===== config.mk =====
export PLATFORM = sky130hd
export DESIGN_NAME = vector_magnitude_stream_flat
export DESIGN_NICKNAME = d
export VERILOG_FILES = /design/src/vms_pkg.sv /design/src/vms_interfaces.sv /design/src/vms_front.sv /design/src/vms_sqrt_cell.sv /design/src/vector_magnitude_stream.sv /design/src/flat_wrapper.sv
export SDC_FILE = /design/constraint.sdc
export NUM_CORES = 2
export LEC_CHECK = 0
export ABC_AREA = 1
export BUFFER_PORTS_ARGS = -buffer_cell sky130_fd_sc_hd__buf_4
export CORE_MARGIN = 8
export CORE_UTILIZATION = 61
export DETAILED_ROUTE_END_ITERATION = 12
export GPL_TIMING_DRIVEN = 1
export PLACE_DENSITY = 0.77
export SYNTH_ARGS = -nofsm -noshare
export SYNTH_HDL_FRONTEND = slang
export SYNTH_SLANG_ARGS = --single-unit
export TNS_END_PERCENT = 50

===== constraint.sdc =====
create_clock -name clk -period 74.3 [get_ports clk]
set_input_delay 11.145 -clock clk [delete_from_list [all_inputs] [get_ports clk]]
set_output_delay 11.145 -clock clk [all_outputs]
set_load 0.005 [all_outputs]

===== src/vms_pkg.sv =====
`timescale 1ns / 1ps
// vms_pkg: shared constants of the vector magnitude stream
// no dependencies
package vms_pkg;

    localparam int LENGTH_BITS = 4;
    localparam logic [LENGTH_BITS-1:0] LENGTH_RESET = 4'd3;

    // control of the square stage
    typedef struct packed {
        logic valid;
        logic last;
    } vms_stage_ctrl_t;

endpackage


===== src/vms_interfaces.sv =====
`timescale 1ns / 1ps
// vms_interfaces: valid/ready channels of the vector magnitude stream
// depends on vms_pkg
interface vms_component_if #(
    parameter int WIDTH = 16
);
    logic                    valid;
    logic                    ready;
    logic signed [WIDTH-1:0] component;

    modport source (output valid, output component, input ready);
    modport sink (input valid, input component, output ready);
endinterface

interface vms_magnitude_if #(
    parameter int WIDTH = 25
);
    logic             valid;
    logic             ready;
    logic [WIDTH-1:0] magnitude;

    modport source (output valid, output magnitude, input ready);
    modport sink (input valid, input magnitude, output ready);
endinterface

interface vms_config_if;
    import vms_pkg::*;

    logic                   valid;
    logic                   ready;
    logic [LENGTH_BITS-1:0] vector_length;

    modport source (output valid, output vector_length, input ready);
    modport sink (input valid, input vector_length, output ready);
endinterface


===== src/vms_front.sv =====
`timescale 1ns / 1ps
// vms_front: length register, squaring and running sum of the components
// depends on vms_pkg and vms_interfaces
module vms_front #(
    parameter int COMPONENT_BITS    = 16,
    parameter int MAX_VECTOR_LENGTH = 8,
    parameter int SUM_BITS          = 34
) (
    input  logic                  clk,
    input  logic                  rst_n,
    vms_component_if.sink         comp_ch,
    vms_config_if.sink            cfg_ch,
    input  logic                  advance,
    output logic                  rad_valid,
    output logic [SUM_BITS-1:0]   rad
);
    import vms_pkg::*;

    localparam int CNT_BITS = $clog2(MAX_VECTOR_LENGTH + 1);
    localparam int CMP_BITS = 6;
    localparam int SQ_BITS  = 2 * COMPONENT_BITS;

    logic [LENGTH_BITS-1:0]    length_reg;
    logic [CNT_BITS-1:0]       count_reg, count_next;
    vms_stage_ctrl_t           sq_ctrl_reg, sq_ctrl_next;
    logic [SQ_BITS-1:0]        sq_reg;
    logic [SUM_BITS-1:0]       sum_reg, sum_next;
    logic                      rad_valid_reg, rad_valid_next;
    logic [SUM_BITS-1:0]       rad_reg;
    logic [SUM_BITS-1:0]       total;
    logic [COMPONENT_BITS-1:0] abs_value;
    logic [CMP_BITS-1:0]       eff_len;
    logic [CMP_BITS-1:0]       len_wide;
    logic [CMP_BITS-1:0]       count_inc;
    logic                      accept;

    assign cfg_ch.ready  = 1'b1;
    assign comp_ch.ready = advance;
    assign accept        = comp_ch.valid && advance;

    // zero acts as one, too large clamps to the maximum
    always_comb
    begin
        len_wide = CMP_BITS'(length_reg);
        priority if (len_wide == '0)
            eff_len = CMP_BITS'(1);
        else if (len_wide > CMP_BITS'(MAX_VECTOR_LENGTH))
            eff_len = CMP_BITS'(MAX_VECTOR_LENGTH);
        else
            eff_len = len_wide;
    end

    always_comb
    begin
        abs_value = comp_ch.component[COMPONENT_BITS-1]
            ? (~comp_ch.component) + COMPONENT_BITS'(1)
            : comp_ch.component;
        count_inc = CMP_BITS'(count_reg) + CMP_BITS'(1);
        sq_ctrl_next.valid = accept;
        sq_ctrl_next.last  = count_inc >= eff_len;
        count_next = count_reg;
        if (accept)
            count_next = sq_ctrl_next.last ? '0 : CNT_BITS'(count_inc);
    end

    always_comb
    begin
        total          = sum_reg + SUM_BITS'(sq_reg);
        sum_next       = sum_reg;
        rad_valid_next = 1'b0;
        if (sq_ctrl_reg.valid)
        begin
            rad_valid_next = sq_ctrl_reg.last;
            sum_next       = sq_ctrl_reg.last ? '0 : total;
        end
    end

    always_ff @(posedge clk or negedge rst_n)
    begin
        if (!rst_n)
        begin
            length_reg    <= LENGTH_RESET;
            count_reg     <= '0;
            sq_ctrl_reg   <= '0;
            sum_reg       <= '0;
            rad_valid_reg <= 1'b0;
        end
        else
        begin
            if (cfg_ch.valid)
                length_reg <= cfg_ch.vector_length;
            if (advance)
            begin
                count_reg     <= count_next;
                sq_ctrl_reg   <= sq_ctrl_next;
                sum_reg       <= sum_next;
                rad_valid_reg <= rad_valid_next;
            end
        end
    end

    always_ff @(posedge clk)
    begin
        if (advance)
        begin
            sq_reg  <= abs_value * abs_value;
            rad_reg <= total;
        end
    end

    assign rad_valid = rad_valid_reg;
    assign rad       = rad_reg;

endmodule


===== src/vms_sqrt_cell.sv =====
`timescale 1ns / 1ps
// vms_sqrt_cell: one root bit of the square root chain
// no dependencies
module vms_sqrt_cell #(
    parameter int ROOT_BITS = 25
) (
    input  logic                   clk,
    input  logic                   rst_n,
    input  logic                   advance,
    input  logic                   valid_in,
    input  logic [2*ROOT_BITS-1:0] rad_in,
    input  logic [ROOT_BITS+1:0]   rem_in,
    input  logic [ROOT_BITS-1:0]   root_in,
    output logic                   valid_out,
    output logic [2*ROOT_BITS-1:0] rad_out,
    output logic [ROOT_BITS+1:0]   rem_out,
    output logic [ROOT_BITS-1:0]   root_out
);
    logic                   valid_reg;
    logic [2*ROOT_BITS-1:0] rad_reg, rad_next;
    logic [ROOT_BITS+1:0]   rem_reg, rem_next;
    logic [ROOT_BITS-1:0]   root_reg, root_next;
    logic [ROOT_BITS+1:0]   rem_shift;
    logic [ROOT_BITS+1:0]   trial;
    logic                   fits;

    always_comb
    begin
        rem_shift = {rem_in[ROOT_BITS-1:0], rad_in[2*ROOT_BITS-1 -: 2]};
        trial     = {root_in, 2'b01};
        fits      = rem_shift >= trial;
        rem_next  = fits ? rem_shift - trial : rem_shift;
        root_next = {root_in[ROOT_BITS-2:0], fits};
        rad_next  = {rad_in[2*ROOT_BITS-3:0], 2'b00};
    end

    always_ff @(posedge clk or negedge rst_n)
    begin
        if (!rst_n)
            valid_reg <= 1'b0;
        else if (advance)
            valid_reg <= valid_in;
    end

    always_ff @(posedge clk)
    begin
        if (advance)
        begin
            rad_reg  <= rad_next;
            rem_reg  <= rem_next;
            root_reg <= root_next;
        end
    end

    assign valid_out = valid_reg;
    assign rad_out   = rad_reg;
    assign rem_out   = rem_reg;
    assign root_out  = root_reg;

endmodule


===== src/vector_magnitude_stream.sv =====
`timescale 1ns / 1ps
// vector_magnitude_stream: streaming Euclidean norm, top level
// depends on vms_pkg, vms_interfaces, vms_front and vms_sqrt_cell
//
// Usage:
//   comp_ch carries one signed component per request. After vector_length
//   components (0 acts as 1, values above MAX_VECTOR_LENGTH clamp) mag_ch
//   carries one request: floor(sqrt(sum of squares) * 2^FRACTION_BITS).
//   cfg_ch writes vector_length; it is always ready and is meant to be
//   written only while the block is empty. Reset sets the length to 3 and
//   clears the running sum and count.
//   From the last component of a vector to its magnitude the data passes
//   one squaring stage, one accumulator stage and one chain cell per root bit.
//   Throughput: one component per cycle; every stage advances together.
//   When the receiver holds mag_ch.ready low with a result waiting, the whole
//   pipeline freezes and comp_ch.ready drops until the result is taken.
module vector_magnitude_stream #(
    parameter int COMPONENT_BITS    = 16,
    parameter int MAX_VECTOR_LENGTH = 8,
    parameter int FRACTION_BITS     = 8
) (
    input  logic             clk,
    input  logic             rst_n,
    vms_component_if.sink    comp_ch,
    vms_config_if.sink       cfg_ch,
    vms_magnitude_if.source  mag_ch
);
    import vms_pkg::*;

    localparam int SUM_BITS  = 2 * COMPONENT_BITS - 2 + $clog2(MAX_VECTOR_LENGTH + 1);
    localparam int ROOT_BITS = (SUM_BITS + 1) / 2 + FRACTION_BITS;
    localparam int RAD_BITS  = 2 * ROOT_BITS;

    logic                advance;
    logic                front_valid;
    logic [SUM_BITS-1:0] front_rad;

    logic                 valid_w [0:ROOT_BITS];
    logic [RAD_BITS-1:0]  rad_w   [0:ROOT_BITS];
    logic [ROOT_BITS+1:0] rem_w   [0:ROOT_BITS];
    logic [ROOT_BITS-1:0] root_w  [0:ROOT_BITS];

    assign advance = !valid_w[ROOT_BITS] || mag_ch.ready;

    vms_front #(
        .COMPONENT_BITS    (COMPONENT_BITS),
        .MAX_VECTOR_LENGTH (MAX_VECTOR_LENGTH),
        .SUM_BITS          (SUM_BITS)
    ) u_front (
        .clk       (clk),
        .rst_n     (rst_n),
        .comp_ch   (comp_ch),
        .cfg_ch    (cfg_ch),
        .advance   (advance),
        .rad_valid (front_valid),
        .rad       (front_rad)
    );

    // scale by 2^(2*FRACTION_BITS) before the root
    assign valid_w[0] = front_valid;
    assign rad_w[0]   = RAD_BITS'({front_rad, {(2 * FRACTION_BITS + 1){1'b0}}} >> 1);
    assign rem_w[0]   = '0;
    assign root_w[0]  = '0;

    for (genvar i = 0; i < ROOT_BITS; i++)
    begin : g_cell
        vms_sqrt_cell #(
            .ROOT_BITS (ROOT_BITS)
        ) u_cell (
            .clk       (clk),
            .rst_n     (rst_n),
            .advance   (advance),
            .valid_in  (valid_w[i]),
            .rad_in    (rad_w[i]),
            .rem_in    (rem_w[i]),
            .root_in   (root_w[i]),
            .valid_out (valid_w[i+1]),
            .rad_out   (rad_w[i+1]),
            .rem_out   (rem_w[i+1]),
            .root_out  (root_w[i+1])
        );
    end

    assign mag_ch.valid     = valid_w[ROOT_BITS];
    assign mag_ch.magnitude = root_w[ROOT_BITS];

endmodule


===== src/flat_wrapper.sv =====
// flat-port wrapper written by rule: the top's interface ports become plain ports
module vector_magnitude_stream_flat import vms_pkg::*;
#(
    parameter int COMPONENT_BITS    = 16,
    parameter int MAX_VECTOR_LENGTH = 8,
    parameter int FRACTION_BITS     = 8
)
  (clk, rst_n, comp_ch_valid, comp_ch_component, comp_ch_ready, cfg_ch_valid, cfg_ch_vector_length, cfg_ch_ready, mag_ch_valid, mag_ch_magnitude, mag_ch_ready);
  vms_component_if #(.WIDTH(COMPONENT_BITS)) comp_ch_i ();
  vms_config_if cfg_ch_i ();
  vms_magnitude_if #(.WIDTH((25))) mag_ch_i ();
  input  logic clk;
  input  logic rst_n;
  input wire logic [$bits(comp_ch_i.valid)-1:0] comp_ch_valid;
  input wire logic [$bits(comp_ch_i.component)-1:0] comp_ch_component;
  output wire logic [$bits(comp_ch_i.ready)-1:0] comp_ch_ready;
  input wire logic [$bits(cfg_ch_i.valid)-1:0] cfg_ch_valid;
  input wire logic [$bits(cfg_ch_i.vector_length)-1:0] cfg_ch_vector_length;
  output wire logic [$bits(cfg_ch_i.ready)-1:0] cfg_ch_ready;
  output wire logic [$bits(mag_ch_i.valid)-1:0] mag_ch_valid;
  output wire logic [$bits(mag_ch_i.magnitude)-1:0] mag_ch_magnitude;
  input wire logic [$bits(mag_ch_i.ready)-1:0] mag_ch_ready;
  assign comp_ch_i.valid = comp_ch_valid;
  assign comp_ch_i.component = comp_ch_component;
  assign comp_ch_ready = comp_ch_i.ready;
  assign cfg_ch_i.valid = cfg_ch_valid;
  assign cfg_ch_i.vector_length = cfg_ch_vector_length;
  assign cfg_ch_ready = cfg_ch_i.ready;
  assign mag_ch_valid = mag_ch_i.valid;
  assign mag_ch_magnitude = mag_ch_i.magnitude;
  assign mag_ch_i.ready = mag_ch_ready;
  vector_magnitude_stream #(.COMPONENT_BITS(COMPONENT_BITS), .MAX_VECTOR_LENGTH(MAX_VECTOR_LENGTH), .FRACTION_BITS(FRACTION_BITS)) u_core (.clk(clk), .rst_n(rst_n), .comp_ch(comp_ch_i), .cfg_ch(cfg_ch_i), .mag_ch(mag_ch_i));
endmodule

==> impl_metrics.py <==
metrics = {
    "sta": {
        "fmax_ghz": 0.0427,
        "setup_violations": 0,
        "setup-tns-final_ns": 0,
        "fin_skew_ns": 0.0293,
        "finalMaxSlewViolations": 0,
        "fin_crit_ns": 23.43,
        "period_share_pct": 31.5,
        "slew_headroom_pct": 32.8,
        "final.setup.worst_slack_ns": 50.87,
        "rsz0062_at_grt": "no",
        "hold_viol": 0,
        "max_slew.worst_pin.slew_ns": 1.01,
    },
    "route": {
        "vias_per_cell": 5.57,
        "dr.pass1.iters": 9,
        "drc": 0,
        "wire_per_inst_um": 17.9,
        "drt_iter0_markers": 4943,
        "vias": 62800,
        "routed_wl_mm": 202,
        "detail-route-antenna-nets": 0,
    },
    "layout": {
        "multiInputGateArea_um2": 36600,
        "regArea_um2": 38500,
        "largest_reg_flops": 561,
        "drive_gt1_share_pct": 4.87,
        "finalNonFillerCells": 11300,
        "area_growth_pct": 8.19,
        "final_nets": 10100,
        "fillCellCount": 11000,
        "final_cell_area_um2": 87900,
    },
    "min_path": {
        "min-delay-path-class": "flop to flop",
    },
    "clock_network": {
        "cts_buffer_depth": 3,
        "cts_hold_buf": 0,
        "cts.clk_slew.worst_paths_ns": 0.06,
        "postCtsSetupRepairBufs": 0,
        "htreeDepth": 4,
        "cts_tree": "built",
        "worst_skew_pair.late_latency_ns": 0.80,
        "ctsResizeCount": 0,
        "cts_buffers": 136,
        "root_buffer": "clkbuf_16",
        "cts_sinks": 1293,
    },
    "placement": {
        "placed_cells": 11000,
        "io_buffers": 51,
        "globalplace.congestion": 0.947,
        "dp_slack_ns": 50.88,
        "place_area_um2": 83400,
        "dpl.hpwl_mm": 157,
    },
    "logic_synthesis": {
        "syn_area_per_cell_um2": 8.75,
        "syn_inst": 9281,
        "yosysSeqAreaShare_pct": 47.4,
        "yosys_warnings": 0,
        "synth_cell_types": 66,
        "synth_area_um2": 81200,
        "ys_seq_elements": 1293,
    },
    "power_and_ir_drop": {
        "total_leakage_power_nw": 41.2,
        "vdd_drop_max_v": 0.0000686,
        "powerDensity_nw_per_um2": 46.2,
    },
    "worst_setup_path": {
        "cp_max_fo": 103,
        "cp_data_arrival_time_ns": 12.28,
        "r2r_setup_slack_ns": 67.83,
        "required_ns": 63.16,
        "critical_path_class": "input pin to output port",
        "cp-start-kind": "input pin",
        "worstSetupEndpointType": "output port",
    },
    "floorplanning": {
        "ios": 53,
        "initial_utilization_pct": 61.2,
        "coreArea_um2": 133000,
        "die_area_um2": 145000,
        "die_x_um": 381,
        "die_y_um": 381,
        "num_rows": 134,
    },
    "global_routing": {
        "antenna_found_initial": 0,
        "grt_start_max_net_pins": 178,
        "grt_first_pass_wirelength_mm": 321,
        "grt_use_total_pct": 27.3,
        "grt_pass1_vias": 61800,
        "grt_overflow": 0,
    },
    "outcome": {
        "status": "finished, final reports clean",
    },
    "run": {
        "cap_violations": 0,
    },
}
-- where the power goes --
group | total (W) | internal [W] | switching (W) | leakage, nW
combinational | 0.00191 | 0.000645 | 0.00127 | 26.2
sequential | 0.00147 | 0.00126 | 0.000212 | 12.9
clock | 0.000680 | 0.000385 | 0.000295 | 2.15
-- placed cells by master (no fill, tap or decap), types with 17 or more instances in the layout --
cell type,synthesis,final
nand2_1,2446,2446
inv_1,1456,1456
edfxtp_1,1223,1223
nor2_1,829,827
a21oi_1,529,529
nand3_1,494,494
ha_1,469,469
o21ai_0,392,392
nand4_1,180,180
fa_1,173,173
xor2_1,165,165
clkbuf_16,0,137
xnor2_1,132,132
nor3_1,123,123
buf_4,28,72
dfrtp_1,68,68
o21ai_1,54,53
nand3b_1,50,50
or2_2,44,44
and2_1,34,34
o21bai_1,33,33
a21oi_2,30,30
nor4_1,26,26
inv_2,24,24
nand2_2,24,24
o211ai_1,24,24
clkinv_1,4,21
o2111ai_1,17,17
-- through the flow --
stage,total power (W),utilization (%),hold WS [ns]
3_3_place_gp,0.00334,62.8,0.400
4_1_cts,0.00407,66.2,0.402
5_1_grt,0.00439,66.2,0.409
2_1_floorplan,0.00295,-,0.400
6_report,0.00406,66.2,0.406
3_5_place_dp,0.00337,62.8,0.405
-- per-layer routing --
metal  wire, µm  GRT usage (%)
met4       7830           10.2
met1      84400           34.8
met5          0              0
met3      10500           3.25
met2      99400           48.0
-- kinds of logic (layout without fill, tap and decap cells) --
kind of cell	after synthesis	after routing	synth area share (%)
AO/OA/AOI/OAI	1155	1155	7.80
flip-flops	1293	1293	47.4
AND/OR/NAND/NOR	4310	4310	22.5
adder cells (fa/ha/maj)	642	642	11.5
other	2	14	0.00924
buffers and inverters	1581	1792	7.67
XOR/XNOR	298	298	3.22
-- final timing paths --
check / startpoint / end / cells past startpoint
worst max register to register: u_core.g_cell[24].u_cell.valid_out / u_core.g_cell[23].u_cell.rem_out[13] / 10
min in group asynchronous: rst_n / u_core.g_cell[5].u_cell.valid_out / 1
worst min-delay path: u_core.g_cell[6].u_cell.rad_out[35] / u_core.g_cell[7].u_cell.rad_out[37] / 0
worst min register to register: u_core.g_cell[6].u_cell.rad_out[35] / u_core.g_cell[7].u_cell.rad_out[37] / 0
worst max-delay path: mag_ch_ready / comp_ch_ready / 5
max in group asynchronous: rst_n / u_core.u_front.sum_reg[20] / 1
-- Yosys cell counts (all sizes together) --
master,number,area [µm²]
a21oi,562,2960
o21a,13,97.6
conb,2,7.51
o21ai,460,2350
o221ai,1,8.76
fa,173,3460
a22o,8,70.1
o31ai,1,7.51
a31o,1,8.76
a21o,15,113
inv,1481,5560
o211ai,25,193
clkinv,4,15.0
nand4,180,1130
or2,50,313
a31oi,11,68.8
a41oi,1,8.76
nor2,845,3250
xnor2,132,1160
o21bai,33,248
xor2,166,1460
nor3,129,694
nand2b,1,6.26
dfstp,2,52.6
nand3b,52,415
ha,469,5870
a211oi,1,7.51
nor3b,4,40.0
nor4,27,175
dfrtp,68,1700
and2,36,225
clkbuf,18,70.1
nand3,506,2590
o22ai,1,6.26
buf,78,582
edfxtp,1223,36700
o2111ai,17,149
a21boi,5,37.5
nand2,2472,9350
and3,8,50.1
-- critical path, stage by stage --
cell and delay (ns):
buf_4 0.08, nor2_2 0.03, buf_4 0.22, inv_8 0.48, buf_4 0.23
-- final cells by class --
class / instances / share of cell area, %
diodes: 1 / 0.00285
clock buffers: 156 / 4.02
clock inverters: 78 / 1.07
inverters: 1485 / 6.35
multi-input cells: 6418 / 41.6
flip-flops and latches: 1293 / 43.8
well taps: 1768 / 2.52
repair buffers: 73 / 0.638
No activity file was read; power rests on OpenSTA's default activity.
